**src/hdl/ggcd_pkg.sv**
```systemverilog
`default_nettype none
package ggcd_pkg;

    localparam int FRAC_BITS     = 16;
    localparam int CORDIC_STAGES = 24;

    localparam int LAT_W  = 24;
    localparam int IN_W   = 25;
    localparam int OUT_W  = 15;

    // degrees scaled by 3*2^F, then radians in Q30
    localparam int D_W    = IN_W + 3;
    localparam int PIK_W  = 34;
    localparam int PROD_W = D_W + PIK_W;
    localparam int RAD_SH = FRAC_BITS + 10;
    localparam int RAD_W  = PROD_W - RAD_SH;
    localparam int ANG_W  = RAD_W + 1;

    // CORDIC datapath and argument products
    localparam int CW     = 34;
    localparam int MW     = 2 * CW;

    // square root
    localparam int AC_W      = 31;
    localparam int SR_W      = 61;
    localparam int R_W       = 31;
    localparam int SQ_STAGES = 31;
    localparam int TAG_W     = AC_W + 1;

    // distance scaling
    localparam int TH_W   = 32;
    localparam int EM_W   = 23;
    localparam int E_W    = TH_W + EM_W;
    localparam int T_W    = E_W - 30;
    localparam int DIV_K  = 35;
    localparam int DIV_MW = 26;
    localparam int R2_W   = T_W + DIV_MW;

    // result queue
    localparam int FIFO_DEPTH = 128;
    localparam int FIFO_AW    = $clog2(FIFO_DEPTH);
    localparam int CRED_W     = FIFO_AW + 1;

    localparam logic [63:0] PIK         = (64'd3141592 << 40) / 64'd540000000;
    localparam logic [63:0] Q30_ONE     = 64'd1 << 30;
    localparam logic [63:0] Q60_ONE     = 64'd1 << 60;
    localparam logic [63:0] Q30_PI      = 64'd3373259426;
    localparam logic [63:0] Q30_HALF_PI = 64'd1686629713;
    localparam logic [63:0] Q30_TWO_PI  = 64'd6746518852;
    localparam logic [63:0] Q30_FOUR_PI = 64'd13493037704;
    localparam logic [63:0] CORDIC_GAIN = 64'd652032874;
    localparam logic [63:0] EARTH_MM    = 64'd6378388;
    localparam logic [63:0] DIV_M       = ((64'd1 << DIV_K) + 64'd999) / 64'd1000;

    function automatic logic [31:0] atan_q30(input logic [4:0] k);
        logic [31:0] v;
        case (k)
            5'd0:    v = 32'h3243F6A8;
            5'd1:    v = 32'h1DAC6705;
            5'd2:    v = 32'h0FADBAFC;
            5'd3:    v = 32'h07F56EA6;
            5'd4:    v = 32'h03FEAB76;
            5'd5:    v = 32'h01FFD55B;
            5'd6:    v = 32'h00FFFAAA;
            5'd7:    v = 32'h007FFF55;
            5'd8:    v = 32'h003FFFEA;
            5'd9:    v = 32'h001FFFFD;
            5'd10:   v = 32'h000FFFFF;
            5'd11:   v = 32'h0007FFFF;
            5'd12:   v = 32'h0003FFFF;
            5'd13:   v = 32'h0001FFFF;
            5'd14:   v = 32'h0000FFFF;
            5'd15:   v = 32'h00007FFF;
            5'd16:   v = 32'h00003FFF;
            5'd17:   v = 32'h00001FFF;
            5'd18:   v = 32'h00000FFF;
            5'd19:   v = 32'h000007FF;
            5'd20:   v = 32'h000003FF;
            5'd21:   v = 32'h000001FF;
            5'd22:   v = 32'h000000FF;
            5'd23:   v = 32'h0000007F;
            5'd24:   v = 32'h0000003F;
            5'd25:   v = 32'h0000001F;
            5'd26:   v = 32'h0000000F;
            5'd27:   v = 32'h00000008;
            5'd28:   v = 32'h00000004;
            5'd29:   v = 32'h00000002;
            5'd30:   v = 32'h00000001;
            default: v = 32'h00000000;
        endcase
        return v;
    endfunction

endpackage
`default_nettype wire

```
**src/hdl/ggcd_rad.sv**
```systemverilog
`default_nettype none
module ggcd_rad (
    input  wire logic                              i_clk,
    input  wire logic signed [ggcd_pkg::IN_W-1:0]  i_v,
    output logic signed      [ggcd_pkg::RAD_W-1:0] o_rad
);
    import ggcd_pkg::*;

    localparam logic signed [PIK_W-1:0] PIK_S = PIK[PIK_W-1:0];

    logic signed [D_W-1:0]    vx;
    logic signed [D_W-1:0]    q;
    logic signed [D_W-1:0]    mins;
    logic signed [D_W-1:0]    n_d;
    logic signed [D_W-1:0]    r_d;
    logic signed [PROD_W-1:0] n_prod;
    logic signed [PROD_W-1:0] r_prod;

    // whole degrees truncated toward zero; d = 3*deg*2^F + 5*min = 3*v + 2*min
    always_comb begin
        vx = D_W'(i_v);
        q  = vx >>> FRAC_BITS;
        if (i_v[IN_W-1] && (i_v[FRAC_BITS-1:0] != '0)) begin
            q = q + D_W'(1);
        end
        mins   = vx - (q <<< FRAC_BITS);
        n_d    = (vx <<< 1) + vx + (mins <<< 1);
        n_prod = PROD_W'(r_d) * PROD_W'(PIK_S);
    end

    always_ff @(posedge i_clk) begin
        r_d    <= n_d;
        r_prod <= n_prod;
    end

    assign o_rad = r_prod[PROD_W-1:RAD_SH];

endmodule
`default_nettype wire

```
**config.mk**
```make
export PLATFORM = sky130hd
export DESIGN_NAME = ggcd_rad
export DESIGN_NICKNAME = d
export VERILOG_FILES = /design/src/hdl/ggcd_pkg.sv /design/src/hdl/ggcd_rad.sv
export SDC_FILE = /design/constraint.sdc
export NUM_CORES = 1
export LEC_CHECK = 0
export BUFFER_PORTS_ARGS = -buffer_cell sky130_fd_sc_hd__buf_2
export CORE_MARGIN = 5
export CORE_UTILIZATION = 28
export CTS_CLUSTER_DIAMETER = 50
export CTS_CLUSTER_SIZE = 14
export DETAILED_ROUTE_END_ITERATION = 12
export GPL_ROUTABILITY_DRIVEN = 1
export GPL_TIMING_DRIVEN = 0
export HOLD_SLACK_MARGIN = 0.12
export PLACE_DENSITY = 0.44
export SLEW_MARGIN = 5
export SYNTH_ARGS = -nofsm -noshare
export SYNTH_HDL_FRONTEND = slang
export SYNTH_SLANG_ARGS = --single-unit
export TNS_END_PERCENT = 30
```
**constraint.sdc**
```tcl
create_clock -name i_clk -period 8.9 [get_ports i_clk]
set_input_delay 2.67 -clock i_clk [delete_from_list [all_inputs] [get_ports i_clk]]
set_output_delay 2.67 -clock i_clk [all_outputs]
set_load 0.02 [all_outputs]
```
==> impl_metrics.env <==
export IMPL_area_delta_synth_final_pct=8.94
export IMPL_drc_errors=0
export IMPL_crit_fanout=6
export IMPL_gp_congestion=0.920
export IMPL_violations="max-capacitance violations, max-slew violations"
export IMPL_criticalPathCategory="reg2reg"
export IMPL_layout_common_cells="601 x inv_1, 420 x ha_1, 389 x fa_1, 101 x a21oi_1, 62 x dfxtp_1"
export IMPL_drt_wl_total_um=55900
export IMPL_drt_iter0_markers=609
export IMPL_wl_met3_um=1380
export IMPL_max_stage_delay_ns=0.74
export IMPL_status="complete, but fails checks"
export IMPL_grt_pass1_wl_um=88300
export IMPL_track_usage=0.149
export IMPL_path_buf_inv=4
export IMPL_path_common_cell="fa_1"
export IMPL_antenna_found_initial=1
export IMPL_die_area_um2=76500
export IMPL_top_layer_used="met4"
export IMPL_cp_top_family="adder cells"
export IMPL_rsz0062_at_grt="no"
export IMPL_grt_overflow=0
export IMPL_maxSlewHeadroom=-0.0344
export IMPL_layout_nets=2931
export IMPL_syn_area_um2=19900
export IMPL_finClkSkew_ns=0.00430
export IMPL_cts_root_buf="clkbuf_16"
export IMPL_n_fill_cell=7386
export IMPL_num_rows=97
export IMPL_htreeDepth=3
export IMPL_worstMarginPinSlew_ns=1.53
export IMPL_yosysSeqAreaShare=0.0644
export IMPL_dp_hpwl_um=51000
export IMPL_core_area_um2=70300
export IMPL_routedWlPerCell_um=18.4
export IMPL_endpoint_kind="register"
export IMPL_ys_types=53
export IMPL_startpoint_type="register"
export IMPL_drive_gt1_frac=0.0443
export IMPL_grt_pass1_vias=15100
export IMPL_die_x_um=277
export IMPL_cap_violations=1
export IMPL_synth_cells=2024
export IMPL_synth_edf_count=0
export IMPL_crit_required_ns=9.13
export IMPL_dr_pass1_iters=5
export IMPL_cts_sinks=64
export IMPL_synth_seq_cells=64
export IMPL_multiInputGateArea_um2=16300
export IMPL_cts_buffer_depth=2
export IMPL_cts_inserted_buffers=9
export IMPL_ys_warnings_count=0
export IMPL_clkTransAtPathRegs_ns=0.06
export IMPL_ctsHoldBuffers=0
export IMPL_hold_viol=0
export IMPL_mostFrequentLayoutCell="inv_1"
export IMPL_fmax_ghz=0.117
export IMPL_met2_length_um=27300
export IMPL_setup_ws_ns=0.337
export IMPL_num_vias=13500
export IMPL_setup_viol=0
export IMPL_slowest_stage="fa_1"
export IMPL_placement_io_buffers=61
export IMPL_arrival_ns=8.79
export IMPL_antenna_cells=0
export IMPL_hold_path_class="reg2reg"
export IMPL_slew_violations=3
export IMPL_synth_ff_type="dfxtp_1"
export IMPL_chipHeight_um=277
export IMPL_grt_max_degree=14
export IMPL_tritoncts="yes"
export IMPL_clock_latency_ns=0.35
export IMPL_syn_nets=2859
export IMPL_num_io_pins=62
export IMPL_async_flop_share=0
export IMPL_pre_cts_slack_ns=-0.564
export IMPL_start_util=0.283
export IMPL_register_area_um2=1280
export IMPL_fin_crit_sh=0.962
export IMPL_period_minus_slack_ns=8.56
export IMPL_drt_met1_wl_um=26200
export IMPL_syn_avg_cell_area_um2=9.83
export IMPL_ant_nets=0
export IMPL_vias_per_cell=4.43
export IMPL_path_cells="inv_1 > fa_1 > inv_1 > fa_1 > fa_1 > fa_1 > inv_1 > fa_1 > fa_1 > inv_1 > fa_1 > ha_1 > ha_1 > a21oi_1 > o21bai_1 > a21oi_1 > o31ai_1 > a41oi_1 > o21ai_0 > o21ai_0 > o21ai_0 > xor2_1"
[Yosys cell counts (4+ instances only)]
cell type / n / area, um2
a31oi_1: 6 / 37.5
o21a_1: 9 / 67.6
dfxtp_1: 64 / 1280
o21ai_0: 46 / 230
and3_1: 10 / 62.6
and2_1: 5 / 31.3
nand2b_1: 8 / 50.1
o31ai_1: 6 / 45.0
xnor2_1: 54 / 473
nor2_1: 48 / 180
o211ai_1: 5 / 37.5
nand3_1: 20 / 100
nor2b_1: 13 / 81.3
nand4_1: 16 / 100
or2_2: 5 / 31.3
inv_1: 601 / 2260
nand2_1: 53 / 199
clkbuf_1: 13 / 48.8
o21ai_1: 5 / 25.0
a2111oi_0: 4 / 35.0
xor2_1: 18 / 158
nor3_1: 12 / 60.1
a211oi_1: 8 / 60.1
a21oi_1: 102 / 510
nor4_1: 5 / 31.3
o21bai_1: 12 / 90.1
a21o_1: 35 / 263
fa_1: 389 / 7790
ha_1: 420 / 5260
[worst min-delay path, cell delays in order, from the launching register on]
cell	delay, ns
dfxtp_1	0.55
ha_1	0.34
xnor2_1	0.14
xnor2_1	0.12
[layout make-up]
type / count / area share
Buffer: 13 / 0.00225
Tap cell: 940 / 0.0543
Clock inverter: 7 / 0.00254
Clock buffer: 9 / 0.0104
Multi-Input combinational cell: 1346 / 0.753
Timing Repair Buffer: 61 / 0.0141
Sequential cell: 64 / 0.0592
Inverter: 601 / 0.104
[stage by stage]
step                       util  setup TNS (ns)  cells  cell area, um2  hold WS, ns
final                     0.308               0   3041           21700         1.20
after CTS                 0.308               0   3041           21700         1.23
after floorplan               -               0   2024           19900        0.911
after global routing      0.308               0   3041           21700         1.27
after detailed placement  0.304           -1.98   3025           21400         1.22
after global placement    0.304           -1.95   3025           21400         1.22
[final timing paths]
path,from,to,slack (ns),cells after the start
worst max-delay path,r_d[10],r_prod[58],0.34,22
worst min-delay path,r_d[27],r_prod[61],1.20,3
worst max register to register,r_d[10],r_prod[58],0.34,22
worst min register to register,r_d[27],r_prod[61],1.20,3
[registers in the layout (all words and copies together) (netlist names)]
register / flops
r_d: 28
r_prod: 36
[per-layer routing]
| metal | track usage | up-vias |
|---|---|---|
| met5 | 0 | - |
| met2 | 0.257 | 181 |
| met1 | 0.205 | 6788 |
| met4 | 0.0323 | 0 |
| li1 | - | 6484 |
| met3 | 0.0121 | 31 |
[cells by family after synthesis]
kind of cell             Yosys count  synth area share
AND/OR/NAND/NOR                  203            0.0499
adder cells (fa/ha/maj)          809             0.656
XOR/XNOR                          72            0.0317
AO/OA/AOI/OAI                    261            0.0822
multiplexers                       1          0.000503
buffers and inverters            614             0.116
flip-flops                        64            0.0644
[what timing repair did]
| action | CTS | global route |
|---|---|---|
| setup endpoints to repair | 6 | 5 |
| resized for setup | 2 | 3 |
| buffers inserted | 0 | 0 |
Power is left out: the tool's default activity adds up to more than one toggle a clock period on the data nets, which glitch-free logic cannot reach.
