<file path="src/hdl/ggcd_ram.sv">
`default_nettype none
module ggcd_ram #(
    parameter int WIDTH = 8,
    parameter int DEPTH = 16
) (
    input  wire logic                     i_clk,
    input  wire logic                     i_we,
    input  wire logic [$clog2(DEPTH)-1:0] i_waddr,
    input  wire logic [WIDTH-1:0]         i_wdata,
    input  wire logic                     i_re,
    input  wire logic [$clog2(DEPTH)-1:0] i_raddr,
    output logic      [WIDTH-1:0]         o_rdata
);

    logic [WIDTH-1:0] r_mem [DEPTH];
    logic [WIDTH-1:0] r_rdata;

    always_ff @(posedge i_clk) begin
        if (i_we) begin
            r_mem[i_waddr] <= i_wdata;
        end
        if (i_re) begin
            r_rdata <= r_mem[i_raddr];
        end
    end

    assign o_rdata = r_rdata;

endmodule
`default_nettype wire

</file>
<file path="config.mk">
export PLATFORM = sky130hd
export DESIGN_NAME = ggcd_ram
export DESIGN_NICKNAME = d
export VERILOG_FILES = /design/src/hdl/ggcd_ram.sv
export SDC_FILE = /design/constraint.sdc
export NUM_CORES = 1
export LEC_CHECK = 0
export ABC_AREA = 1
export BUFFER_PORTS_ARGS = -buffer_cell sky130_fd_sc_hd__buf_2
export CAP_MARGIN = 5
export CORE_MARGIN = 4
export CORE_UTILIZATION = 40
export DETAILED_ROUTE_END_ITERATION = 8
export PLACE_DENSITY = 0.53
export SETUP_SLACK_MARGIN = 0.4
export SLEW_MARGIN = 40
export SYNTH_ARGS = -nofsm -noshare
export SYNTH_HDL_FRONTEND = slang
export SYNTH_SLANG_ARGS = --single-unit
</file>
<file path="constraint.sdc">
create_clock -name i_clk -period 2.8 [get_ports i_clk]
set_input_delay 0.42 -clock i_clk [delete_from_list [all_inputs] [get_ports i_clk]]
set_output_delay 0.42 -clock i_clk [all_outputs]
set_load 0.01 [all_outputs]
</file>
==> metrics.txt, run 1 <==
status=complete, no violations; number of port buffers=26; Post-route DRC=0; Setup crit end kind=register; Max VDD drop=356 uV; vias in the first global route=3,558; Die Area=0.0166 mm2; type of origin of the critical path=primary input; r2r setup slk=1590 ps; drt pass-1 iters=5; syn nets=570; Cell variety after synth=11; Ports=27; Seq/Total Area, Yosys=69.8%; post-CTS sizing=0; Row Count=43; Min-Delay Path Class=primary input to register; Crit path required time=2970 ps; Final ANT Viol Nets=0; kind of critical path=primary input to register; Critical R2R Launch=r_mem[9][5]; global-route wire length before repair=20,900 um; pre-CTS WS=534 ps; hold path cells=1; H-tree levels=4; beginning of the worst hold path=i_re; yosys warns=0; postcts setup bufs=0; largest net degree at the start of global routing=65; Clock Latency Late Sink=420 ps; Max-Cap Viols=0; share of cells above drive strength 1=10.8%; area grow syn2layout=15.4%; fill count=1,324; initial antenna violation count=0; drt first-iter violations=348; Clock Skew=4.76 ps; Die Wd=129 um; Hold EP=o_rdata[1]; Slew headroom=44.9%; clock root buffer=clkbuf_16; Fin Setup TNS=0 ps; Via density=4.82; gpl congestion=0.855; Core Footprint=0.0141 mm2; CTS Sinks=136; Reg clk slew, reported paths=60 ps; PwrDens=747 mW/mm2; Max Slew Vio Count=0; GRT Util Overall=17.2%; post-synth top area cell=edfxtp_1; CTS max path bufs=2; final hold viol count=0; Synth Register Bits=136; Max FO, Critical Path=33; Max Clk Rate=552 MHz; share of the synthesized area in the top cell type=69.8%; synthesized area=0.00585 mm2; Area contributors post-synth=edfxtp_1, nand2_1, nand3_1; Setup Viol. Count Final=0; Routed WL=13,400 um; non-filler cells, final=770; Die H=129 um; RSZ-0062 raised after global routing=no; P_leak=2.87 nW; initial core utilization=41.5%; # hold bufs at CTS=0; per-cell routed wire length=17.4 um; routed via count=3,712; total chip power=5.04 mW; Avg Cell Area, Syn=10.6 um2; Post-Synthesis Cells=551; Reg2Reg Capture Point=o_rdata[5]; Final #Nets=596; CTS tree=built; post-DP HPWL=8370 um; critical path arrival=1980 ps; clock buffer count from CTS=17; aggregate global routing overflow=0; Worst Tran Pin Value=824 ps; # diodes=0; Post-Place Cells=738; post-layout util=47.9%; post-route minimum period=1810 ps; period utilization=64.7%; reg2reg path depth=6; final setup margin=989 ps
## layout by cell type (no fill, tap or decap)
cell	Yosys	routed
nand2_1	173	173
edfxtp_1	136	136
inv_1	100	100
nand3_1	97	97
buf_2	13	26
clkbuf_16	0	17
nor2_1	17	15
bufinv_16	0	6
clkinvlp_4	0	4
buf_4	4	4
clkinv_1	0	3
inv_2	2	2
nand3b_1	2	2
nor2_2	0	2
clkinv_2	0	2
buf_12	0	1
## cells in the mapped netlist, drive strengths merged
cell and instances:
nor2 17, nand2 173, buf 24, nand3b 2, nand3 97, inv 102
edfxtp 136
## through the flow
stage | cell area, um2 | hold slack, ps
3_5_place_dp | 6090 | 757
4_1_cts | 6750 | 341
2_1_floorplan | 5850 | 519
5_1_grt | 6750 | 344
6_report | 6750 | 356
3_3_place_gp | 6090 | 753
## layer usage
metal	GRT usage [%]	share of wire, %
met1	25.1	49
met2	25.2	44
met3	3.82	5.4
met4	6.86	1.6
met5	0	0
## worst max path at each step
| stage | startpoint | end | slack (ps) | cells after the start |
|---|---|---|---|---|
| floorplan | i_waddr[2] | r_mem[10][0] | 1430 | 2 |
| global placement | i_raddr[1] | o_rdata[5] | 570 | 6 |
| detailed placement | i_raddr[1] | o_rdata[5] | 530 | 6 |
| CTS | i_raddr[1] | o_rdata[5] | 980 | 6 |
| global route | i_raddr[1] | o_rdata[1] | 870 | 6 |
| finish | i_raddr[1] | o_rdata[5] | 990 | 6 |
## cell families (layout without fill, tap and decap cells)
group	count (synthesis)	count (layout)	synth area share, %
and+or+nand+nor	289	289	20.8
DFF	136	136	69.8
buffers and inverters	126	165	9.39
## sequential cells by signal, indices dropped and copies added (netlist names)
register,flops
r_mem,128
o_rdata,8
## worst max-delay path: stages
cell and delay (ps):
buf_2 510, inv_2 450, nand3_1 190, nand3_1 120
nand3_1 190, nand2_1 70
## report_power, final
group / switching [mW] / internal (mW)
logic: 0.199 / 0.0732
clock network: 0.809 / 1.65
registers: 0.0132 / 2.30
total: 1.02 / 4.02
## final cells by class
type                       count  area [um2]  share of cell area (%)
sequential                   136        4080                    60.5
multi-input combinational    289        1220                    18.1
clock buffer                  17         425                    6.30
timing repair buffer          31         180                    2.67
clock inverter                15         231                    3.43
tap                          180         225                    3.34
inverter                     102         383                    5.67
No activity file was read; power rests on OpenSTA's default activity.
==> run 2, diff against run 1 <==
PLACE_DENSITY = 0.55   (was 0.53)
clock period = 1.47 ns   (was 2.8 ns; I/O delays follow)
==> metrics.txt, run 2 (synthesis results as in run 1) <==
Multi-input gate area=0.00153 mm2; PwrDens=1320 mW/mm2; area grow syn2layout=22.5%; Clock Skew=5.36 ps; met3 usage=4.36%; RSZ-0062 raised after global routing=yes; switching share of power=22.0%; Reg clk slew, reported paths=60 ps; critical path arrival=990 ps; combinational share of power=6.5%; Clk pwr share=47.1%; commonest non-fill, non-tap cell in the layout=nand2_1; Ports=27; Die Area=0.0166 mm2; Slew headroom=52.6%; Routed WL=13,700 um; GRT busiest layer=met2; Critical Path Start=o_rdata[3]; per-cell routed wire length=17.5 um; initial core utilization=41.5%; Hold Worst Slack=170 ps; Clock Latency Late Sink=420 ps; Setup crit end kind=primary output; # diodes=0; global-route wire length before repair=21,200 um; vias in the first global route=3,671; non-filler cells, final=786; Via density=4.78; FF+latch area=0.00408 mm2; met1 usage=24.8%; drt pass-1 iters=5; Final #Nets=612; Reg with most FFs=r_mem; post-DP HPWL=8790 um; max reg flops=128; clock buffer count from CTS=17; Core Footprint=0.0141 mm2; CP cell instances=buf_2; # hold bufs at CTS=0; number of port buffers=26; post-route minimum period=1210 ps; Reg power frac=46.4%; Critical Path Slowest Stage Cell=edfxtp_1; kind of critical path=register to primary output; Switch Pwr=2.08 mW; H-tree levels=4; postcts setup bufs=0; CTS max path bufs=2; Max VDD drop=716 uV; Critical path buffers and inverters=1; status=complete, no violations; Fin Setup TNS=0 ps; CTS tree=built; Crit path required time=1250 ps; beginning of the worst hold path=i_re; largest net degree at the start of global routing=52; met2 Usage GRT=26.3%; gpl congestion=0.861; period utilization=82.5%; Max-Cap Viols=0; Critical R2R Launch=r_mem[15][7]; type of origin of the critical path=register; Final ANT Viol Nets=0; Int Pwr=7.40 mW; Max FO, Critical Path=1; most frequent cells in the layout=nand2_1, edfxtp_1, inv_1; final hold viol count=0; total chip power=9.48 mW; routed via count=3,755; drt first-iter violations=284; Die Wd=129 um; clock root buffer=clkbuf_16; fill count=1,253; aggregate global routing overflow=0; Post-Place Cells=754; Worst Tran Pin Value=710 ps; GRT Util Overall=17.6%; Crit path max-delay family=flip-flops; Max Slew Vio Count=0; Die H=129 um; Row Count=43; share of cells above drive strength 1=24.8%; initial antenna violation count=0; Max Clk Rate=825 MHz; CTS Sinks=136; Worst path max stage delay=410 ps; Setup Viol. Count Final=0; Min-Delay Path Class=primary input to register; P_leak=3.06 nW; Post-route DRC=0
## run 2: per-stage QoR
stage | worst slack [ps] | util [%] | area, um2
after floorplan | 299 | - | 5860
after global placement | 43.9 | 44.2 | 6230
after detailed placement | 42.8 | 44.2 | 6230
after CTS | 226 | 49.9 | 7030
after global routing | 221 | 50.8 | 7160
final | 258 | 50.8 | 7160
## run 2: per-layer routing
metal / routed length [um] / part of all wire [%] / up-vias
li1: - / - / 1864
met1: 6400 / 47 / 1794
met2: 6370 / 46 / 77
met3: 654 / 4.8 / 20
met4: 301 / 2.2 / 0
met5: 0 / 0 / -
## run 2: area by class of cell
class                   instances  area share (%)
multi-input cells             289            21.4
flip-flops and latches        136            57.0
clock inverters                15            2.80
clock buffers                  17            5.94
well taps                     180            3.14
repair buffers                 47            4.37
inverters                     102            5.35
## run 2: path summary, 6_finish.rpt
check / endpoint / slack (ps) / cells past startpoint
min reg2reg: o_rdata[4] / 770 / 6
max: o_rdata[3] / 260 / 1
min: o_rdata[1] / 170 / 1
max reg2reg: o_rdata[7] / 390 / 6
## run 2: repair_timing
action                     in CTS  in global routing
pin swaps                      23                 30
gates resized for setup        37                 28
setup endpoints to repair      16                 16
gates cloned                    0                  0
## run 2: power groups by stage
| stage | Clock, mW | Sequential, mW | Combinational [mW] |
|---|---|---|---|
| finish | 4.47 | 4.40 | 0.616 |
| global route | 4.72 | 4.40 | 0.683 |
| CTS | 4.55 | 4.40 | 0.596 |
| detailed placement | 0 | 4.48 | 0.553 |
| global placement | 0 | 4.47 | 0.548 |
| floorplan | 0 | 4.48 | 0.310 |
==> run 3, diff against run 2 <==
ABC_AREA = 0   (was 1)
clock period = 1.1 ns   (was 1.47 ns; I/O delays follow)
==> metrics.txt, run 3 <==
GRT busiest layer=met2; fill count=1,023; count leader, synth=edfxtp_1; Die H=122 um; switching share of power=19.5%; synthesized area=0.00523 mm2; Ports=27; Critical R2R Launch=r_mem[11][2]; beginning of the worst hold path=i_re; Int Pwr=9.71 mW; global-route wire length before repair=16,000 um; Max Clk Rate=690 MHz; Row Count=41; Post-Place Cells=456; met2 Usage GRT=24.1%; syn nets=248; Clock Skew=4.69 ps; area grow syn2layout=30.9%; number of synthesized flops with an enable pin=136; Fin Setup TNS=-2590 ps; Clk pwr share=45.0%; total chip power=12.1 mW; post-route minimum period=1450 ps; Final ANT Viol Nets=0; commonest non-fill, non-tap cell in the layout=edfxtp_1; Post-DP Area=0.00617 mm2; Crit path required time=1250 ps; Multi-input gate area=0.00120 mm2; Setup crit end kind=register; Area contributors post-synth=edfxtp_1, mux4_2, mux4_1; crit path capture=o_rdata[2]; Switch Pwr=2.35 mW; vias in the first global route=2,523; final setup margin=-349 ps; gpl congestion=0.743; most frequent cells in the layout=edfxtp_1, mux4_2, buf_2, buf_12, clkbuf_16; Core Footprint=0.0127 mm2; share of cells above drive strength 1=47.6%; Synth Register Bits=136; period utilization=132%; Reg clk slew, reported paths=60 ps; Max-Cap Viols=0; post-DP HPWL=7170 um; Min-Delay Path Class=primary input to register; Max FO, Critical Path=1; reg2reg path depth=3; combinational share of power=6.3%; routed via count=2,468; yosys warns=0; dominant synthesized flop cell=edfxtp_1; H-tree levels=4; GRT Util Overall=15.6%; Post-Synthesis Cells=229; # hold bufs at CTS=0; Reg2Reg Capture Point=o_rdata[2]; critical path arrival=1600 ps; final hold viol count=0; clock buffer count from CTS=17; CTS tree=built; post-synth top area cell=edfxtp_1; r2r setup slk=-350 ps; Via density=5.03; number of port buffers=26; Avg Cell Area, Syn=22.8 um2; Worst Tran Pin Value=768 ps; share of the synthesized area in the top cell type=78.1%; met3 usage=3.92%; Final #Nets=325; kind of critical path=register to register; aggregate global routing overflow=0; P_leak=2.26 nW; max reg flops=128; Final Cell Area=0.00684 mm2; clock root buffer=clkbuf_16; CTS max path bufs=2; initial antenna violation count=0; PwrDens=1760 mW/mm2; Cell variety after synth=18; met1 usage=21.7%; per-cell routed wire length=21.7 um; drt first-iter violations=199; Die Area=0.0150 mm2; Setup Viol. Count Final=12; type of origin of the critical path=register; Die Wd=122 um; status=finished with violations; Reg with most FFs=r_mem; initial core utilization=41.1%; Slew headroom=48.7%; top cells by count, synth=edfxtp_1, mux4_2, a22oi_1, mux4_1, nor2_1; Critical Path Start=r_mem[11][2]; failing checks=setup timing; largest net degree at the start of global routing=19; Async SR Flop Fraction=0%; drt pass-1 iters=4; post-layout util=53.8%; RSZ-0062 raised after global routing=yes; Routed WL=10,600 um; Reg power frac=48.7%; non-filler cells, final=491; Clock Latency Late Sink=410 ps; Seq/Total Area, Yosys=78.1%; CTS Sinks=136; Max Slew Vio Count=0; Max VDD drop=1010 uV; # diodes=0; Post-route DRC=0; FF+latch area=0.00408 mm2
==> run 3: cell types whose count changed in the layout (fill, tap and decap cells not counted), sizes merged, moves of 16 or more <==
cell and delta:
nand3 -96, a22oi +16, inv -105, nand2 -164, mux4 +32, buf +21
==> run 3: how the worst min path moves through the flow <==
stage / endpoint / slack, ps / cells past startpoint
final: o_rdata[4] / 130 / 1
after global routing: o_rdata[6] / 120 / 1
after CTS: o_rdata[4] / 120 / 1
after detailed placement: o_rdata[3] / 560 / 1
after global placement: o_rdata[6] / 550 / 1
after floorplan: r_mem[0][0] / 260 / 0
==> run 3: power by group through the flow <==
stage / clock [mW] / combinational, mW / sequential (mW)
3_3_place_gp: 0 / 0.727 / 5.97
2_1_floorplan: 0 / 0.359 / 5.98
3_5_place_dp: 0 / 0.735 / 5.98
6_report: 5.43 / 0.762 / 5.88
4_1_cts: 5.53 / 0.774 / 5.88
5_1_grt: 5.75 / 0.822 / 5.88
==> run 3: per-layer routing <==
layer	routed length (um)	share of wire (%)	vias to the layer above
li1	-	-	1129
met4	132	1.2	0
met2	5270	50	71
met3	548	5.1	11
met1	4690	44	1257
met5	0	0	-
==> run 3: through the flow <==
stage | hold WS, ps | setup slack [ps]
2_1_floorplan | 264 | -265
3_3_place_gp | 554 | -625
3_5_place_dp | 558 | -636
4_1_cts | 124 | -373
5_1_grt | 119 | -414
6_report | 134 | -349
==> run 3: worst max-delay path: stages (launching register included) <==
cell      delay, ps
edfxtp_1        360
mux4_2          510
a22oi_2         240
nand2_1          80
==> run 3: repair_timing <==
item                                    in CTS  in global routing
pin swaps                                    5                  2
hold endpoints to repair                     0                  0
endpoints found under the setup margin     136                136
setup buffers                                2                  1
resized for setup                           15                  3
==> run 3: area by class of cell <==
class                           count  area share, %
Sequential cell                   136           59.7
Multi-Input combinational cell     83           17.6
Timing Repair Buffer               68           11.3
Clock buffer                       20           6.38
Tap cell                          172           3.14
Clock inverter                     12           1.94
==> run 3: logic make-up after synthesis <==
kind of cell | share of synthesized area (%)
buffers and inverters | 1.65
and+or+nand+nor | 3.14
DFF | 78.1
AOI/OAI and AO/OA | 2.30
muxes | 14.8
