[config.mk]
export PLATFORM = sky130hd
export DESIGN_NAME = ggcd_sqrt_cell
export DESIGN_NICKNAME = d
export VERILOG_FILES = /design/src/hdl/ggcd_pkg.sv /design/src/hdl/ggcd_sqrt_cell.sv
export SDC_FILE = /design/constraint.sdc
export NUM_CORES = 1
export LEC_CHECK = 0
export BUFFER_PORTS_ARGS = -buffer_cell sky130_fd_sc_hd__buf_2
export CORE_ASPECT_RATIO = 1.25
export CORE_MARGIN = 2
export CORE_UTILIZATION = 55
export DETAILED_ROUTE_END_ITERATION = 7
export GPL_TIMING_DRIVEN = 1
export MAX_ROUTING_LAYER = met4
export PLACE_DENSITY = 0.84
export RECOVER_POWER = 25
export REMOVE_ABC_BUFFERS = 1
export SYNTH_ARGS = -nofsm -noshare
export SYNTH_HDL_FRONTEND = slang
export SYNTH_SLANG_ARGS = --single-unit
[constraint.sdc]
create_clock -name i_clk -period 9.55 [get_ports i_clk]
set_input_delay 0.955 -clock i_clk [delete_from_list [all_inputs] [get_ports i_clk]]
set_output_delay 0.955 -clock i_clk [all_outputs]
set_load 0.02 [all_outputs]
[src/hdl/ggcd_pkg.sv]
`default_nettype none
package ggcd_pkg;

    localparam int FRAC_BITS     = 16;
    localparam int CORDIC_STAGES = 24;

    localparam int LAT_W  = 24;
    localparam int IN_W   = 25;
    localparam int OUT_W  = 15;

    // degrees scaled by 3*2^F, then radians in Q30
    localparam int D_W    = IN_W + 3;
    localparam int PIK_W  = 34;
    localparam int PROD_W = D_W + PIK_W;
    localparam int RAD_SH = FRAC_BITS + 10;
    localparam int RAD_W  = PROD_W - RAD_SH;
    localparam int ANG_W  = RAD_W + 1;

    // CORDIC datapath and argument products
    localparam int CW     = 34;
    localparam int MW     = 2 * CW;

    // square root
    localparam int AC_W      = 31;
    localparam int SR_W      = 61;
    localparam int R_W       = 31;
    localparam int SQ_STAGES = 31;
    localparam int TAG_W     = AC_W + 1;

    // distance scaling
    localparam int TH_W   = 32;
    localparam int EM_W   = 23;
    localparam int E_W    = TH_W + EM_W;
    localparam int T_W    = E_W - 30;
    localparam int DIV_K  = 35;
    localparam int DIV_MW = 26;
    localparam int R2_W   = T_W + DIV_MW;

    // result queue
    localparam int FIFO_DEPTH = 128;
    localparam int FIFO_AW    = $clog2(FIFO_DEPTH);
    localparam int CRED_W     = FIFO_AW + 1;

    localparam logic [63:0] PIK         = (64'd3141592 << 40) / 64'd540000000;
    localparam logic [63:0] Q30_ONE     = 64'd1 << 30;
    localparam logic [63:0] Q60_ONE     = 64'd1 << 60;
    localparam logic [63:0] Q30_PI      = 64'd3373259426;
    localparam logic [63:0] Q30_HALF_PI = 64'd1686629713;
    localparam logic [63:0] Q30_TWO_PI  = 64'd6746518852;
    localparam logic [63:0] Q30_FOUR_PI = 64'd13493037704;
    localparam logic [63:0] CORDIC_GAIN = 64'd652032874;
    localparam logic [63:0] EARTH_MM    = 64'd6378388;
    localparam logic [63:0] DIV_M       = ((64'd1 << DIV_K) + 64'd999) / 64'd1000;

    function automatic logic [31:0] atan_q30(input logic [4:0] k);
        logic [31:0] v;
        case (k)
            5'd0:    v = 32'h3243F6A8;
            5'd1:    v = 32'h1DAC6705;
            5'd2:    v = 32'h0FADBAFC;
            5'd3:    v = 32'h07F56EA6;
            5'd4:    v = 32'h03FEAB76;
            5'd5:    v = 32'h01FFD55B;
            5'd6:    v = 32'h00FFFAAA;
            5'd7:    v = 32'h007FFF55;
            5'd8:    v = 32'h003FFFEA;
            5'd9:    v = 32'h001FFFFD;
            5'd10:   v = 32'h000FFFFF;
            5'd11:   v = 32'h0007FFFF;
            5'd12:   v = 32'h0003FFFF;
            5'd13:   v = 32'h0001FFFF;
            5'd14:   v = 32'h0000FFFF;
            5'd15:   v = 32'h00007FFF;
            5'd16:   v = 32'h00003FFF;
            5'd17:   v = 32'h00001FFF;
            5'd18:   v = 32'h00000FFF;
            5'd19:   v = 32'h000007FF;
            5'd20:   v = 32'h000003FF;
            5'd21:   v = 32'h000001FF;
            5'd22:   v = 32'h000000FF;
            5'd23:   v = 32'h0000007F;
            5'd24:   v = 32'h0000003F;
            5'd25:   v = 32'h0000001F;
            5'd26:   v = 32'h0000000F;
            5'd27:   v = 32'h00000008;
            5'd28:   v = 32'h00000004;
            5'd29:   v = 32'h00000002;
            5'd30:   v = 32'h00000001;
            default: v = 32'h00000000;
        endcase
        return v;
    endfunction

endpackage
`default_nettype wire

[src/hdl/ggcd_sqrt_cell.sv]
`default_nettype none
module ggcd_sqrt_cell (
    input  wire logic                         i_clk,
    input  wire logic                         i_rst_n,
    input  wire logic [4:0]                   i_j,
    input  wire logic                         i_vld,
    input  wire logic [ggcd_pkg::SR_W-1:0]    i_rem,
    input  wire logic [ggcd_pkg::R_W-1:0]     i_root,
    input  wire logic [ggcd_pkg::TAG_W-1:0]   i_tag,
    output logic                              o_vld,
    output logic      [ggcd_pkg::SR_W-1:0]    o_rem,
    output logic      [ggcd_pkg::R_W-1:0]     o_root,
    output logic      [ggcd_pkg::TAG_W-1:0]   o_tag
);
    import ggcd_pkg::*;

    logic [4:0]      sh1;
    logic [5:0]      sh2;
    logic [SR_W:0]   trial;
    logic [SR_W-1:0] n_rem;
    logic [R_W-1:0]  n_root;
    logic            r_vld;
    logic [SR_W-1:0] r_rem;
    logic [R_W-1:0]  r_root;
    logic [TAG_W-1:0] r_tag;

    // (root + 2^j)^2 - root^2 = root*2^(j+1) + 2^(2j)
    always_comb begin
        sh1   = i_j + 5'd1;
        sh2   = {i_j, 1'b0};
        trial = ((SR_W+1)'(i_root) << sh1) + ((SR_W+1)'(1) << sh2);
        if ({1'b0, i_rem} >= trial) begin
            n_rem  = i_rem - trial[SR_W-1:0];
            n_root = i_root + (R_W'(1) << i_j);
        end else begin
            n_rem  = i_rem;
            n_root = i_root;
        end
    end

    always_ff @(posedge i_clk) begin
        if (!i_rst_n) begin
            r_vld <= 1'b0;
        end else begin
            r_vld <= i_vld;
        end
    end

    always_ff @(posedge i_clk) begin
        r_rem  <= n_rem;
        r_root <= n_root;
        r_tag  <= i_tag;
    end

    assign o_vld  = r_vld;
    assign o_rem  = r_rem;
    assign o_root = r_root;
    assign o_tag  = r_tag;

endmodule
`default_nettype wire

==> results.ini, run 1 <==
[cells_and_area]
final_layout_size_suffix_gt1_frac = 0.224
fillers = 2238
area_growth_pct = 13.2
insertedDiodeCount = 0
final_core_util = 0.637
nNetsFinal = 2177

[floorplanning]
die_x_um = 148
die_h_um = 184
dieArea_um2 = 27200
initial_core_util = 0.562
placementRows = 65
core_um2 = 25400
ios = 257

[clocking]
clock_sinks = 125
post_cts_buffers = 0
tritoncts = built
cts_buffers = 17
cts_root_buffer = clkbuf_16
cts_max_level = 4
path_clk_slew_ps = 60
clock_path_buffers = 2
cts_hold_buf = 0
cts_resized = 0

[routing]
met1Wirelength_um = 17900
drt-pass1-iter-count = 6
routed-wl-met3_um = 2940
via_per_inst = 6.23
routedWlPerCell_um = 19.2
vias = 14102
first_iter_violations = 1431
finalWirelength_um = 43500
drc = 0
met2_length_um = 20700
dr.max_layer_used = met4
ant_nets = 0

[global_route]
grt_pass1_vias = 13489
grt_overflow = 0
grt.total_usage = 0.319
grt_start_max_net_pins = 49
antenna_found_initial = 0
grt_first_pass_wirelength_um = 68500

[worst_hold_path]
hold_path.class = in2reg
min_delay_path_depth = 1

[synth]
ys.flop_type = dfxtp_1
yosysUniqueCellTypes = 99
ys_seq_area_frac = 0.175
syn_area_per_cell_um2 = 8.41
syn-cell-area_um2 = 14300
yosys-top-cells-area = dfxtp_1, ha_1, mux2_4
synth.largest_area_cell = dfxtp_1
syn_inst = 1697
ys_warn_count = 0
ys_seq_elements = 125
synthDominantCellAreaShare = 0.175
async_reset_ff_frac = 0
synth_edf_count = 0

[pwr]
power-per-cell-area_nw_per_um2 = 173
p_leak_nw = 7.37
peakVddDrop_mv = 0.133
finalPower_mw = 2.80

[sta]
timing.final.crit_share = 0.912
rsz0062_at_grt = false
min_period_ps = 8700
slew_headroom = 0.349
fmax_mhz = 115
hold_violations = 0
setup_viol = 0
setup_slack_ps = 845
drv_slew = 0
tightest_slew_ps = 964

[worst_setup_path]
path_max_fanout = 48
crit_required_ps = 9870
crit_path_start_kind = input port
endpoint_kind = register
worstPathArrival_ps = 9020
cp_slowest_cell = a2111oi_0
max_stage_delay_ps = 740
critical_path_class = in2reg
crit_top_cell = o21a_1

[flow_run]
maxCapViolCount = 0

[place]
gp_congestion = 1.08
buffer_ports.inserted = 256
place_ws_ps = 657
dp_hpwl_um = 35200

[status]
status = complete, no violations

## layout make-up
class | instances | area, um2 | share of cell area
Clock buffer | 18 | 429 | 0.0266
Clock inverter | 14 | 135 | 0.00837
Inverter | 51 | 191 | 0.0119
Multi-Input combinational cell | 1445 | 11000 | 0.684
Sequential cell | 125 | 2500 | 0.155
Tap cell | 335 | 419 | 0.0259
Timing Repair Buffer | 277 | 1430 | 0.0884
## critical path, delay by kind of cell
kind                       cells  cell delay (ps)
and+or+nand+nor                4              580
xor gates and xnor gates       1              150
muxes                          2              750
adders and majority gates      3             1190
AOI/OAI and AO/OA             18             4450
buffers and inverters          5              840
## state kept, by name, summed over array words and instances (netlist names)
signal  count
o_rem      61
o_vld       1
o_root     31
o_tag      32
## through the flow
step / TNS [ps] / std cells / instance area [um2] / hold WS, ps
2_1_floorplan: -431 / 1621 / 13700 / 983
3_3_place_gp: 0 / 2233 / 15600 / 1060
3_5_place_dp: 0 / 2233 / 15600 / 1060
4_1_cts: 0 / 2265 / 16200 / 605
5_1_grt: 0 / 2265 / 16200 / 605
6_report: 0 / 2265 / 16200 / 619
## placed cells by master (no fill, tap or decap), drive strengths merged, types with 10 or more instances in the layout
master and n:
a31oi 29, a21oi 135, nand3 42, nor2 139
nor2b 18, mux2 98, and3 15, a211oi 18
o21a 17, buf 248, o21ai 92, or2 12
nand2b 19, xnor2 88, mux4 16, o31ai 17
o211ai 11, dfxtp 125, o22ai 18, and2 20
or3 13, ha 127, nand2 139, nand4 20
xor2 54, nor3 26, nor3b 10, inv 56
mux2i 49, clkbuf 47, a21o 67, o21bai 20
## power by group
group          internal (mW)  switching (mW)
combinational          0.629           0.863
clock                  0.362           0.272
sequential             0.648          0.0273
total                   1.64            1.16
## cells in the mapped netlist, drive strengths merged, types with 6 or more instances
master  instances
nand2         139
nor2          139
a21oi         135
ha            127
dfxtp         125
mux2           98
o21ai          92
xnor2          88
a21o           67
xor2           54
inv            51
mux2i          49
nand3          42
buf            39
clkbuf         37
a31oi          29
nor3           26
and2           20
nand4          20
o21bai         20
nand2b         19
a211oi         18
nor2b          18
o22ai          18
o21a           17
o31ai          17
mux4           16
and3           15
or3            13
or2            12
o211ai         11
nor3b          10
a22oi           8
nor4            8
a211o           7
a41oi           7
a221oi          6
a22o            6
and4            6
## kinds of logic (layout without fill, tap and decap cells)
| logic type | after synthesis | in the layout | share of synthesized area |
|---|---|---|---|
| fa+ha+maj | 128 | 128 | 0.113 |
| buf+inv | 127 | 360 | 0.0524 |
| mux | 163 | 163 | 0.160 |
| compound gates | 515 | 515 | 0.239 |
| flops | 125 | 125 | 0.175 |
| xor+xnor | 142 | 142 | 0.0890 |
| simple gates | 497 | 497 | 0.172 |
## path summary, 6_finish.rpt
check | slack, ps | from | end
max | 850 | i_j[1] | o_rem[21]
min | 620 | i_tag[11] | o_tag[11]
## layer usage
| layer | up-vias | global-route usage |
|---|---|---|
| li1 | 6758 | - |
| met1 | 6577 | 0.382 |
| met2 | 639 | 0.532 |
| met3 | 128 | 0.0404 |
| met4 | 0 | 0.150 |
| met5 | - | - |
(Power assumes the default switching activity.)
==> run 2: changes to the inputs <==
--- a/config.mk
+++ b/config.mk
@@ -11,10 +11,10 @@
 export CORE_UTILIZATION = 55
 export DETAILED_ROUTE_END_ITERATION = 7
 export GPL_TIMING_DRIVEN = 1
-export MAX_ROUTING_LAYER = met4
 export PLACE_DENSITY = 0.84
 export RECOVER_POWER = 25
 export REMOVE_ABC_BUFFERS = 1
+export SKIP_CTS_REPAIR_TIMING = 1
 export SYNTH_ARGS = -nofsm -noshare
 export SYNTH_HDL_FRONTEND = slang
 export SYNTH_SLANG_ARGS = --single-unit
==> run 2 against run 1 <==
Maximum frequency shrank 1.1%. Global-route usage shrank 1.1 points. Total power grew 0.25%. Sequential power is essentially flat. Clock power is essentially flat. Via count grew 1.0%. Count of clock-buffer cells in the layout is the same. Worst hold slack gained 3.2 ps. Critical path depth is the same. Combinational power is essentially flat. Sequential share of layout area is essentially flat.
==> results.ini, run 2 (synthesized netlist as in run 1, its figures left out) <==
[place]
gp_congestion = 1.07
dp_cells = 2231
buffer_ports.inserted = 256
dp_hpwl_um = 35200
place_ws_ps = 580

[floorplanning]
die_h_um = 184
placementRows = 65
ios = 257
dieArea_um2 = 27200
die_x_um = 148
initial_core_util = 0.562
core_um2 = 25400

[cells_and_area]
fin_cells = 2264
layout_common_cells = buf_2, nor2_1, nand2_1
nNetsFinal = 2175
fillers = 2275
final_common_cell = buf_2
area_growth_pct = 13.2
largest_reg_flops = 61
final_layout_size_suffix_gt1_frac = 0.223

[sta]
tightest_slew_ps = 996
setup_viol = 0
timing.final.crit_share = 0.921
setup_slack_ps = 750
whs_ps = 622
hold_violations = 0
min_period_ps = 8800
rsz0062_at_grt = false
drv_slew = 0
fmax_mhz = 114
fin_setup_tns_ps = 0
slew_headroom = 0.327

[global_route]
grt.total_usage = 0.308
antenna_found_initial = 1
grt_overflow = 0
grt_start_max_net_pins = 49
grt_pass1_vias = 13478
grt_first_pass_wirelength_um = 68000

[routing]
drt-pass1-iter-count = 7
finalWirelength_um = 43600
ant_nets = 0
drc = 0
first_iter_violations = 1103
routedWlPerCell_um = 19.3
via_per_inst = 6.29
vias = 14246

[worst_setup_path]
worstPathArrival_ps = 9120
crit_family = compound AO/OA/AOI/OAI gates
crit_buf_inv = 5
max_stage_delay_ps = 720
path_max_fanout = 48
crit_path_start_kind = input port
crit_top_cell = o21a_1
endpoint_kind = register
critical_path_class = in2reg
crit_required_ps = 9870
cp_slowest_cell = a2111oi_0

[pwr]
p_leak_nw = 7.35
finalPower_mw = 2.81
peakVddDrop_mv = 0.127
power-per-cell-area_nw_per_um2 = 174

[clocking]
clock_path_buffers = 2
path_clk_slew_ps = 60
cts_max_level = 4
cts_buffers = 17
cts_root_buffer = clkbuf_16
tritoncts = built
clock_sinks = 125

[status]
status = complete, no violations

[worst_hold_path]
hold_path.class = in2reg

[flow_run]
maxCapViolCount = 0

-- run 2: cell count changes in the layout (fill, tap and decap cells not counted) --
cell / before / now
clkinvlp_4: 3 / 6
buf_4: 19 / 17
clkinv_4: 3 / 1
clkinv_2: 2 / 1
diode_2: 0 / 1
inv_6: 4 / 3
inv_8: 1 / 2
-- run 2: report_power, final --
group	switching, mW	leakage [nW]	internal, mW
Clock	0.272	0.259	0.363
Sequential	0.0264	1.05	0.647
Combinational	0.869	6.04	0.630
Total	1.17	7.35	1.64
-- run 2: stage by stage --
stage | util | area [um2]
6_report | 0.636 | 16100
2_1_floorplan | - | 13700
4_1_cts | 0.638 | 16200
3_3_place_gp | 0.615 | 15600
5_1_grt | 0.636 | 16100
3_5_place_dp | 0.615 | 15600
-- run 2: final timing paths --
path / from / to / slack, ps / depth (start not counted)
min: i_tag[29] / o_tag[29] / 620 / 1
max: i_j[1] / o_rem[24] / 750 / 33
-- run 2: layer usage --
layer | global-route usage | share of wire
met3 | 0.0409 | 0.067
met2 | 0.538 | 0.48
met1 | 0.374 | 0.41
met4 | 0.142 | 0.043
met5 | 0 | 0
-- run 2: layout make-up --
class                   instances  area, um2  area share
diodes                          1       2.50    0.000155
clock buffers                  18        429      0.0266
clock inverters                14        138     0.00853
inverters                      51        191      0.0119
multi-input cells            1445      11000       0.684
flip-flops and latches        125       2500       0.155
well taps                     335        419      0.0260
repair buffers                275       1410      0.0875
