--- src/hdl/ggcd_pkg.sv ---
`default_nettype none
package ggcd_pkg;

    localparam int FRAC_BITS     = 16;
    localparam int CORDIC_STAGES = 24;

    localparam int LAT_W  = 24;
    localparam int IN_W   = 25;
    localparam int OUT_W  = 15;

    // degrees scaled by 3*2^F, then radians in Q30
    localparam int D_W    = IN_W + 3;
    localparam int PIK_W  = 34;
    localparam int PROD_W = D_W + PIK_W;
    localparam int RAD_SH = FRAC_BITS + 10;
    localparam int RAD_W  = PROD_W - RAD_SH;
    localparam int ANG_W  = RAD_W + 1;

    // CORDIC datapath and argument products
    localparam int CW     = 34;
    localparam int MW     = 2 * CW;

    // square root
    localparam int AC_W      = 31;
    localparam int SR_W      = 61;
    localparam int R_W       = 31;
    localparam int SQ_STAGES = 31;
    localparam int TAG_W     = AC_W + 1;

    // distance scaling
    localparam int TH_W   = 32;
    localparam int EM_W   = 23;
    localparam int E_W    = TH_W + EM_W;
    localparam int T_W    = E_W - 30;
    localparam int DIV_K  = 35;
    localparam int DIV_MW = 26;
    localparam int R2_W   = T_W + DIV_MW;

    // result queue
    localparam int FIFO_DEPTH = 128;
    localparam int FIFO_AW    = $clog2(FIFO_DEPTH);
    localparam int CRED_W     = FIFO_AW + 1;

    localparam logic [63:0] PIK         = (64'd3141592 << 40) / 64'd540000000;
    localparam logic [63:0] Q30_ONE     = 64'd1 << 30;
    localparam logic [63:0] Q60_ONE     = 64'd1 << 60;
    localparam logic [63:0] Q30_PI      = 64'd3373259426;
    localparam logic [63:0] Q30_HALF_PI = 64'd1686629713;
    localparam logic [63:0] Q30_TWO_PI  = 64'd6746518852;
    localparam logic [63:0] Q30_FOUR_PI = 64'd13493037704;
    localparam logic [63:0] CORDIC_GAIN = 64'd652032874;
    localparam logic [63:0] EARTH_MM    = 64'd6378388;
    localparam logic [63:0] DIV_M       = ((64'd1 << DIV_K) + 64'd999) / 64'd1000;

    function automatic logic [31:0] atan_q30(input logic [4:0] k);
        logic [31:0] v;
        case (k)
            5'd0:    v = 32'h3243F6A8;
            5'd1:    v = 32'h1DAC6705;
            5'd2:    v = 32'h0FADBAFC;
            5'd3:    v = 32'h07F56EA6;
            5'd4:    v = 32'h03FEAB76;
            5'd5:    v = 32'h01FFD55B;
            5'd6:    v = 32'h00FFFAAA;
            5'd7:    v = 32'h007FFF55;
            5'd8:    v = 32'h003FFFEA;
            5'd9:    v = 32'h001FFFFD;
            5'd10:   v = 32'h000FFFFF;
            5'd11:   v = 32'h0007FFFF;
            5'd12:   v = 32'h0003FFFF;
            5'd13:   v = 32'h0001FFFF;
            5'd14:   v = 32'h0000FFFF;
            5'd15:   v = 32'h00007FFF;
            5'd16:   v = 32'h00003FFF;
            5'd17:   v = 32'h00001FFF;
            5'd18:   v = 32'h00000FFF;
            5'd19:   v = 32'h000007FF;
            5'd20:   v = 32'h000003FF;
            5'd21:   v = 32'h000001FF;
            5'd22:   v = 32'h000000FF;
            5'd23:   v = 32'h0000007F;
            5'd24:   v = 32'h0000003F;
            5'd25:   v = 32'h0000001F;
            5'd26:   v = 32'h0000000F;
            5'd27:   v = 32'h00000008;
            5'd28:   v = 32'h00000004;
            5'd29:   v = 32'h00000002;
            5'd30:   v = 32'h00000001;
            default: v = 32'h00000000;
        endcase
        return v;
    endfunction

endpackage
`default_nettype wire

--- src/hdl/ggcd_cordic_cell.sv ---
`default_nettype none
module ggcd_cordic_cell (
    input  wire logic                           i_clk,
    input  wire logic                           i_rst_n,
    input  wire logic                           i_vec,
    input  wire logic [4:0]                     i_k,
    input  wire logic                           i_vld,
    input  wire logic                           i_side,
    input  wire logic signed [ggcd_pkg::CW-1:0] i_x,
    input  wire logic signed [ggcd_pkg::CW-1:0] i_y,
    input  wire logic signed [ggcd_pkg::CW-1:0] i_z,
    output logic                                o_vld,
    output logic                                o_side,
    output logic signed      [ggcd_pkg::CW-1:0] o_x,
    output logic signed      [ggcd_pkg::CW-1:0] o_y,
    output logic signed      [ggcd_pkg::CW-1:0] o_z
);
    import ggcd_pkg::*;

    logic signed [CW-1:0] xs;
    logic signed [CW-1:0] ys;
    logic signed [CW-1:0] at;
    logic                 dir;
    logic                 cw;
    logic signed [CW-1:0] n_x;
    logic signed [CW-1:0] n_y;
    logic signed [CW-1:0] n_z;
    logic                 r_vld;
    logic                 r_side;
    logic signed [CW-1:0] r_x;
    logic signed [CW-1:0] r_y;
    logic signed [CW-1:0] r_z;

    // rotation steers by the sign of z, vectoring by the sign of y
    always_comb begin
        xs  = i_x >>> i_k;
        ys  = i_y >>> i_k;
        at  = CW'(atan_q30(i_k));
        dir = i_vec ? (i_y > 0) : ~i_z[CW-1];
        cw  = i_vec ? ~dir : dir;
        if (cw) begin
            n_x = i_x - ys;
            n_y = i_y + xs;
            n_z = i_z - at;
        end else begin
            n_x = i_x + ys;
            n_y = i_y - xs;
            n_z = i_z + at;
        end
    end

    always_ff @(posedge i_clk) begin
        if (!i_rst_n) begin
            r_vld <= 1'b0;
        end else begin
            r_vld <= i_vld;
        end
    end

    always_ff @(posedge i_clk) begin
        r_side <= i_side;
        r_x    <= n_x;
        r_y    <= n_y;
        r_z    <= n_z;
    end

    assign o_vld  = r_vld;
    assign o_side = r_side;
    assign o_x    = r_x;
    assign o_y    = r_y;
    assign o_z    = r_z;

endmodule
`default_nettype wire

--- config.mk ---
export PLATFORM = sky130hd
export DESIGN_NAME = ggcd_cordic_cell
export DESIGN_NICKNAME = d
export VERILOG_FILES = /design/src/hdl/ggcd_pkg.sv /design/src/hdl/ggcd_cordic_cell.sv
export SDC_FILE = /design/constraint.sdc
export NUM_CORES = 1
export LEC_CHECK = 0
export BUFFER_PORTS_ARGS = -buffer_cell sky130_fd_sc_hd__buf_2
export CORE_AREA = 4 4 220 158
export DETAILED_ROUTE_END_ITERATION = 8
export DIE_AREA = 0 0 224 162
export HOLD_SLACK_MARGIN = 0.03
export SLEW_MARGIN = 10
export SYNTH_ARGS = -nofsm -noshare
export SYNTH_HDL_FRONTEND = slang
export SYNTH_SLANG_ARGS = --single-unit
--- constraint.sdc ---
create_clock -name i_clk -period 17.15 [get_ports i_clk]
set_clock_uncertainty 0.1 [all_clocks]
set_input_delay 1.715 -clock i_clk [delete_from_list [all_inputs] [get_ports i_clk]]
set_output_delay 1.715 -clock i_clk [all_outputs]
set_load 0.1 [all_outputs]
==> summary.md, run 1 <==
| Metric | Value |
|---|---|
| Outcome | `complete, no violations` |
| Number of vias per cell | `6.41` |
| Routed wire length | `54,800 um` |
| Required time worst endpoint | `17.36 ns` |
| Max incr delay on CP | `0.79 ns` |
| Number of inserted diodes | `0` |
| FF/Latch Area | `2080 sq um` |
| Hold buffer count at cts | `0` |
| CP Max Fanout | `63` |
| Share of cells above drive strength 1 | `20.6%` |
| Slowest CP cell | `a31oi_1` |
| Post-cts resize count | `0` |
| Element type at the critical path end | `register` |
| Worst hold path class | `in -> reg` |
| Footprint of the multi-input gates | `11,800 sq um` |
| Nets | `2,100` |
| TNS Setup | `0 ns` |
| Die width | `224 um` |
| Sink Count | `104` |
| Antenna violations before repair | `0` |
| Cell breakdown of the critical path | `buf_4 > buf_4 > mux2_2 > nor3_1 > nor3_1 > nand2b_1 > a31oi_1 > nand4_2 > nor4b_1 > a21oi_1 > xor2_1 > ha_1 > a21o_1 > a21o_1 > a2111oi_0 > o31ai_1 > a31oi_1 > o22ai_1 > o41a_1 > a221oi_1 > xor2_1` |
| First-pass GRT wire length | `83,000 um` |
| Worst path arrival time | `8.96 ns` |
| Gr usage total | `29.0%` |
| Post-Synthesis Cells | `1,729` |
| Longest Clk Path Bufs | `2` |
| Most frequent cells in the layout | `212 x buf_2, 149 x nand2_1, 129 x a21oi_1` |
| Max VDD drop | `175 uV` |
| PwrDens | `143 nW/um^2` |
| Pin count of the biggest net entering global routing | `64` |
| Syn nets | `1,954` |
| Starting density of the core | `44.2%` |
| Global placement routability congestion | `1.01` |
| Root Driver | `clkbuf_16` |
| DRC | `0` |
| Synth Area per Inst | `8.41 sq um` |
| Area of the die | `36,300 sq um` |
| Post-DP Area | `15,800 sq um` |
| Vias in the first global route | `13,700` |
| Core ar. | `32,900 sq um` |
| PortBufs | `215` |
| Overflow after GRT | `0` |
| Worst Setup SP | `i_k[0]` |
| FILL cells | `3,251` |
| DRT Pass-1 Iters | `5` |
| Commonest non-fill, non-tap cell in the layout | `buf_2` |
| Synth warn | `0` |
| Worst slew pin tran | `1.10 ns` |
| Yosys cell types | `100` |
| ANT nets after route | `0` |
| IO Count | `216` |
| Final Cycle Share | `51.0%` |
| Synth Register Bits | `104` |
| Final setup fails | `0` |
| Die Ht | `162 um` |
| CP delay by family, top | `compound AO/OA/AOI/OAI gates` |
| Final Hold Fails | `0` |
| Initial DRC Count | `1,904` |
| CTS tree | `yes` |
| Crit start category | `input port` |
| Slew headroom | `26.9%` |
| Clock-pin transition on the worst setup and hold timing paths | `0.08 ns` |
| Total CTS buffers | `9` |
| Minimum clock period | `8.75 ns` |
| Async SR Flop Fraction | `0%` |
| Main synth FF type | `dfxtp_1` |
| Htree depth | `3` |
| Routed WL per cell | `23.7 um` |
| Fmax | `0.114 GHz` |
| WHS | `1.33 ns` |
| Post-DP HPWL | `41,600 um` |
| Max-capacitance violation count | `0` |
| Design Area, Final | `16,100 sq um` |
| Hold_sp | `i_side` |
| Unrepaired setup endpoints after global routing | `no` |
| CP Class | `in -> reg` |
| Buf+Inv Stages, Crit Path | `2` |
| EDFF count, synth | `0` |
| Final Worst Setup Slack | `8.40 ns` |
| Synth Cell Area | `14,500 sq um` |
| Synthesis-to-layout area growth | `10.7%` |
| # rows | `56` |
| Overall Power | `2.30 mW` |
| Sequential area share after synthesis | `14.3%` |
| Pleak | `6.96 nW` |
| Via Count | `14,800` |
| Post-CTS setup buffers | `0` |
| Setup slack at placement | `8.20 ns` |
| Final max-slew violation count | `0` |
[sequential cells by signal, summed over array words and instances (netlist names)]
signal and cells:
o_side 1, o_x 34, o_z 34, o_y 34, o_vld 1
[cell type report]
cell class | instances | area share (%)
clock inverters | 7 | 0.599
well taps | 435 | 3.38
inverters | 44 | 1.03
flip-flops and latches | 104 | 12.9
repair buffers | 231 | 7.48
multi-input cells | 1485 | 73.2
clock buffers | 9 | 1.40
[cells by family after synthesis]
group,after synthesis,synth area share (%)
fa+ha+maj,113,9.88
flops,104,14.3
mux,183,19.7
xor+xnor,178,10.7
compound gates,515,23.9
buf+inv,140,4.83
simple gates,496,16.7
[Yosys cell counts, types with 39 or more instances]
library cell / instances / area share [%]
xor2_1: 65 / 3.9
nand3_1: 41 / 1.4
clkbuf_1: 39 / 1.0
dfxtp_1: 104 / 14
a21o_1: 58 / 3.0
xnor2_1: 113 / 6.8
nor2_1: 129 / 3.3
nand2_1: 149 / 3.8
ha_1: 110 / 9.5
a21oi_1: 129 / 4.4
o21ai_0: 81 / 2.8
inv_1: 39 / 1.0
mux2i_1: 78 / 5.4
mux4_2: 78 / 12
[path summary, 6_finish.rpt]
check	slack [ns]	depth (start not counted)	to
max	8.40	21	o_y[33]
min	1.33	1	o_side
[through the flow]
stage                     util (%)  std cells
after floorplan                  -       1729
after global placement        48.0       2299
after detailed placement      48.0       2299
after CTS                     49.0       2315
after global routing          49.0       2315
final                         49.0       2315
[power breakdown]
part | internal (mW) | leakage (nW) | total [mW] | switching [mW]
clock network | 0.118 | 0.155 | 0.231 | 0.113
logic | 0.390 | 5.93 | 1.69 | 1.30
registers | 0.355 | 0.877 | 0.380 | 0.0249
total | 0.863 | 6.96 | 2.30 | 1.44
[layer usage]
layer / part of all wire [%] / wire length [um] / GRT usage, %
met1: 44 / 24200 / 41.4
met3: 11 / 6140 / 8.35
met2: 42 / 23200 / 43.0
met4: 2.4 / 1340 / 7.50
met5: 0 / 0 / 0
Note: power is estimated with default switching activity, not from simulation.
==> run 2, diff against run 1 <==
--- a/config.mk
+++ b/config.mk
@@ -5,11 +5,13 @@
 export SDC_FILE = /design/constraint.sdc
 export NUM_CORES = 1
 export LEC_CHECK = 0
+export ABC_AREA = 1
 export BUFFER_PORTS_ARGS = -buffer_cell sky130_fd_sc_hd__buf_2
-export CORE_AREA = 4 4 220 158
+export CORE_AREA = 4 4 219 157
 export DETAILED_ROUTE_END_ITERATION = 8
-export DIE_AREA = 0 0 224 162
+export DIE_AREA = 0 0 223 161
 export HOLD_SLACK_MARGIN = 0.03
+export PLACE_DENSITY = 0.67
 export SLEW_MARGIN = 10
 export SYNTH_ARGS = -nofsm -noshare
 export SYNTH_HDL_FRONTEND = slang
==> constraint.sdc (replaced) <==
create_clock -name i_clk -period 8 [get_ports i_clk]
set_clock_uncertainty 0.1 [all_clocks]
set_input_delay 0.8 -clock i_clk [delete_from_list [all_inputs] [get_ports i_clk]]
set_output_delay 0.8 -clock i_clk [all_outputs]
set_load 0.1 [all_outputs]
==> run 2 against run 1 <==
  * Routed wire length about the same
  * Die area down 1.1%
  * Cell area down 1.2%
  * Area after synthesis down 1.3%
  * First-iteration DRC count down 1.1%
  * Via count up 14%
  * Power up 110%
  * Clock power up 91%
  * Sequential power up 110%
  * Setup slack worse by 6.8 ns
  * Combinational power up 110%
  * Global-route usage up 0.38 points
  * Largest cell class unchanged
==> summary.md, run 2 <==
| Metric | Value |
|---|---|
| Initial DRC Count | `1,883 (-1.1%)` |
| Synth Area in Compound Gates | `13.0% (-11 points)` |
| Sink Count | `104 (unchanged)` |
| Main synth FF type | `dfxtp_1` |
| Post-CTS setup buffers | `0 (unchanged)` |
| Synthesis-to-layout area growth | `10.7% (about the same)` |
| Cell with the most instances after synthesis | `nand2_1` |
| Routed WL per cell | `18.2 um (-23%)` |
| Gr usage total | `29.4% (+0.38 points)` |
| Longest Clk Path Bufs | `2 (unchanged)` |
| Final Cycle Share | `80.3%` |
| Number of vias per cell | `5.58 (-13%)` |
| Adder-cell share of the synthesized area | `10.0% (+0.13 points)` |
| Worst hold path class | `in -> reg` |
| Pin count of the biggest net entering global routing | `72 (+13%)` |
| Via Count | `16,800 (+14%)` |
| Async SR Flop Fraction | `0% (unchanged)` |
| Core ar. | `32,100 sq um (-2.2%)` |
| Die width | `223 um (-0.45%)` |
| Max incr delay on CP | `0.63 ns (-0.16 ns)` |
| Antenna violations before repair | `0 (unchanged)` |
| Post-layout util | `49.5% (+0.48 points)` |
| Crit start category | `input port` |
| Worst path arrival time | `6.59 ns (-2.37 ns)` |
| Global placement routability congestion | `0.972 (-3.5%)` |
| CTS tree | `yes` |
| Share of cells above drive strength 1 | `12.8% (-7.8 points)` |
| Largest family of logic cells by synthesized area | `simple AND/OR/NAND/NOR gates` |
| Mux contribution to synthesized area | `0% (-20 points)` |
| IO Count | `216 (unchanged)` |
| Post-cts resize count | `0 (unchanged)` |
| Required time worst endpoint | `8.17 ns (-9.19 ns)` |
| Yosys top cell area share | `19.7% (+5.3 points)` |
| Buf+Inv Stages, Crit Path | `7 (+5)` |
| CP Max Fanout | `71 (+13%)` |
| PwrDens | `303 nW/um^2 (+110%)` |
| Worst slew pin tran | `0.932 ns (-0.164 ns)` |
| Minimum clock period | `6.42 ns` |
| Synth warn | `0 (unchanged)` |
| Stages on worst setup path | `27 (+29%)` |
| Max-capacitance violation count | `0 (unchanged)` |
| Synth Register Bits | `104 (unchanged)` |
| Root Driver | `clkbuf_16` |
| EDFF count, synth | `0 (unchanged)` |
| Slowest CP cell | `buf_2` |
| Synth Area per Inst | `5.90 sq um (-30%)` |
| DRT Pass-1 Iters | `6 (+1)` |
| Hold buffer count at cts | `0 (unchanged)` |
| Commonest non-fill, non-tap cell in the layout | `nand2_1` |
| Most frequent cells in the layout | `751 x nand2_1, 377 x nand3_1, 215 x buf_2` |
| Clock-pin transition on the worst setup and hold timing paths | `0.08 ns (about the same)` |
| Final Worst Setup Slack | `1.58 ns (-6.82 ns)` |
| TNS Setup | `0 ns (unchanged)` |
| Die Ht | `161 um (-0.62%)` |
| Element type at the critical path end | `register` |
| Cell Count, Final, Fillers Out | `3,020 (+30%)` |
| Total CTS buffers | `9 (unchanged)` |
| CP Class | `in -> reg` |
| Vias in the first global route | `15,500 (+13%)` |
| Final max-slew violation count | `0 (unchanged)` |
| Pleak | `8.25 nW (+18%)` |
| Routed wire length | `54,800 um (about the same)` |
| Syn nets | `2,659 (+36%)` |
| DRC | `0 (unchanged)` |
| Max VDD drop | `302 uV (+73%)` |
| Final setup fails | `0 (unchanged)` |
| Area of the die | `35,900 sq um (-1.1%)` |
| Yosys cell types | `57 (-43%)` |
| Post-Synthesis Cells | `2,434 (+41%)` |
| Starting density of the core | `44.7% (+0.43 points)` |
| Outcome | `complete, no violations` |
| Fmax | `0.156 GHz` |
| Nets | `2,814 (+34%)` |
| Post-synth top cells | `752 x nand2_1, 377 x nand3_1, 198 x inv_1, 182 x nor2_1, 140 x a21oi_1` |
| Post-DP HPWL | `45,800 um (+10%)` |
| Placed instance count | `3,005 (+31%)` |
| CP delay by family, top | `compound AO/OA/AOI/OAI gates` |
| PortBufs | `215 (unchanged)` |
| First-pass GRT wire length | `85,000 um (+2.5%)` |
| Worst hold path depth | `1 (unchanged)` |
| ANT nets after route | `0 (unchanged)` |
| Synth Cell Area | `14,400 sq um (-1.3%)` |
| Post-Synth Simple-Gate Area | `43.0% (+26 points)` |
| Area leader, netlist | `nand2_1` |
| Overflow after GRT | `0 (unchanged)` |
| Post-synthesis xor/xnor area fraction | `10.7% (-0.073 points)` |
| Sequential area share after synthesis | `14.5% (+0.18 points)` |
| Final Hold Fails | `0 (unchanged)` |
| Design Area, Final | `15,900 sq um (-1.2%)` |
| Number of inserted diodes | `0 (unchanged)` |
| Slew headroom | `37.6% (+11 points)` |
| Post-DP Area | `15,600 sq um (-0.99%)` |
| Setup slack at placement | `1.37 ns (-6.83 ns)` |
| Htree depth | `3 (unchanged)` |
| Unrepaired setup endpoints after global routing | `no` |
| Main area contributors after synthesis | `nand2_1 20%, dfxtp_1 15%, nand3_1 13%` |
| # rows | `55 (-1.8%)` |
-- run 2: changes by cell type in the layout (fill, tap and decap cells not counted), moves of 45 or more --
cell     previous run  this run
xor2_1             65       110
xnor2_1           113        49
nand2_1           149       751
a21o_1             58         8
mux2i_1            77         0
mux4_2             78         0
nand3_1            41       377
nor2_1            128       181
inv_1              39       197
-- run 2: layout make-up --
type / count / area [sq um]
Timing Repair Buffer: 229 / 1180
Inverter: 214 / 808
Clock buffer: 9 / 225
Multi-Input combinational cell: 2031 / 11000
Tap cell: 427 / 534
Fill cell: 3474 / 16200
Clock inverter: 6 / 52.6
Sequential cell: 104 / 2080
-- run 2: where the power goes --
part	leakage, nW	total (mW)	switching [mW]	internal (mW)
combinational	7.24	3.57	2.88	0.687
sequential	0.878	0.813	0.0529	0.760
clock	0.130	0.442	0.228	0.214
-- run 2: routing by layer --
metal / wire length [um] / global-route usage, % / vias to the layer above / part of all wire, %
li1: - / - / 8366 / -
met1: 26200 / 43.5 / 7724 / 48
met2: 22800 / 43.4 / 702 / 42
met3: 5110 / 7.27 / 47 / 9.3
met4: 729 / 5.49 / 0 / 1.3
met5: 0 / 0 / - / 0
-- run 2: cell families (layout without fill, tap and decap cells) --
logic type | count (synthesis) | count (layout)
compound gates | 326 | 326
xor+xnor | 167 | 167
fa+ha+maj | 113 | 113
buf+inv | 299 | 458
flops | 104 | 104
simple gates | 1425 | 1425
-- run 2: final timing paths --
path,startpoint,to,slack [ns]
worst max-delay path,i_k[0],o_y[24],1.58
worst min-delay path,i_side,o_side,0.42
-- run 2: metrics by stage --
step,total power [mW],hold slack (ns)
after detailed placement,4.36,0.806
after CTS,4.82,0.402
after global placement,4.35,0.804
final,4.82,0.415
after global routing,5.08,0.416
after floorplan,3.73,0.728
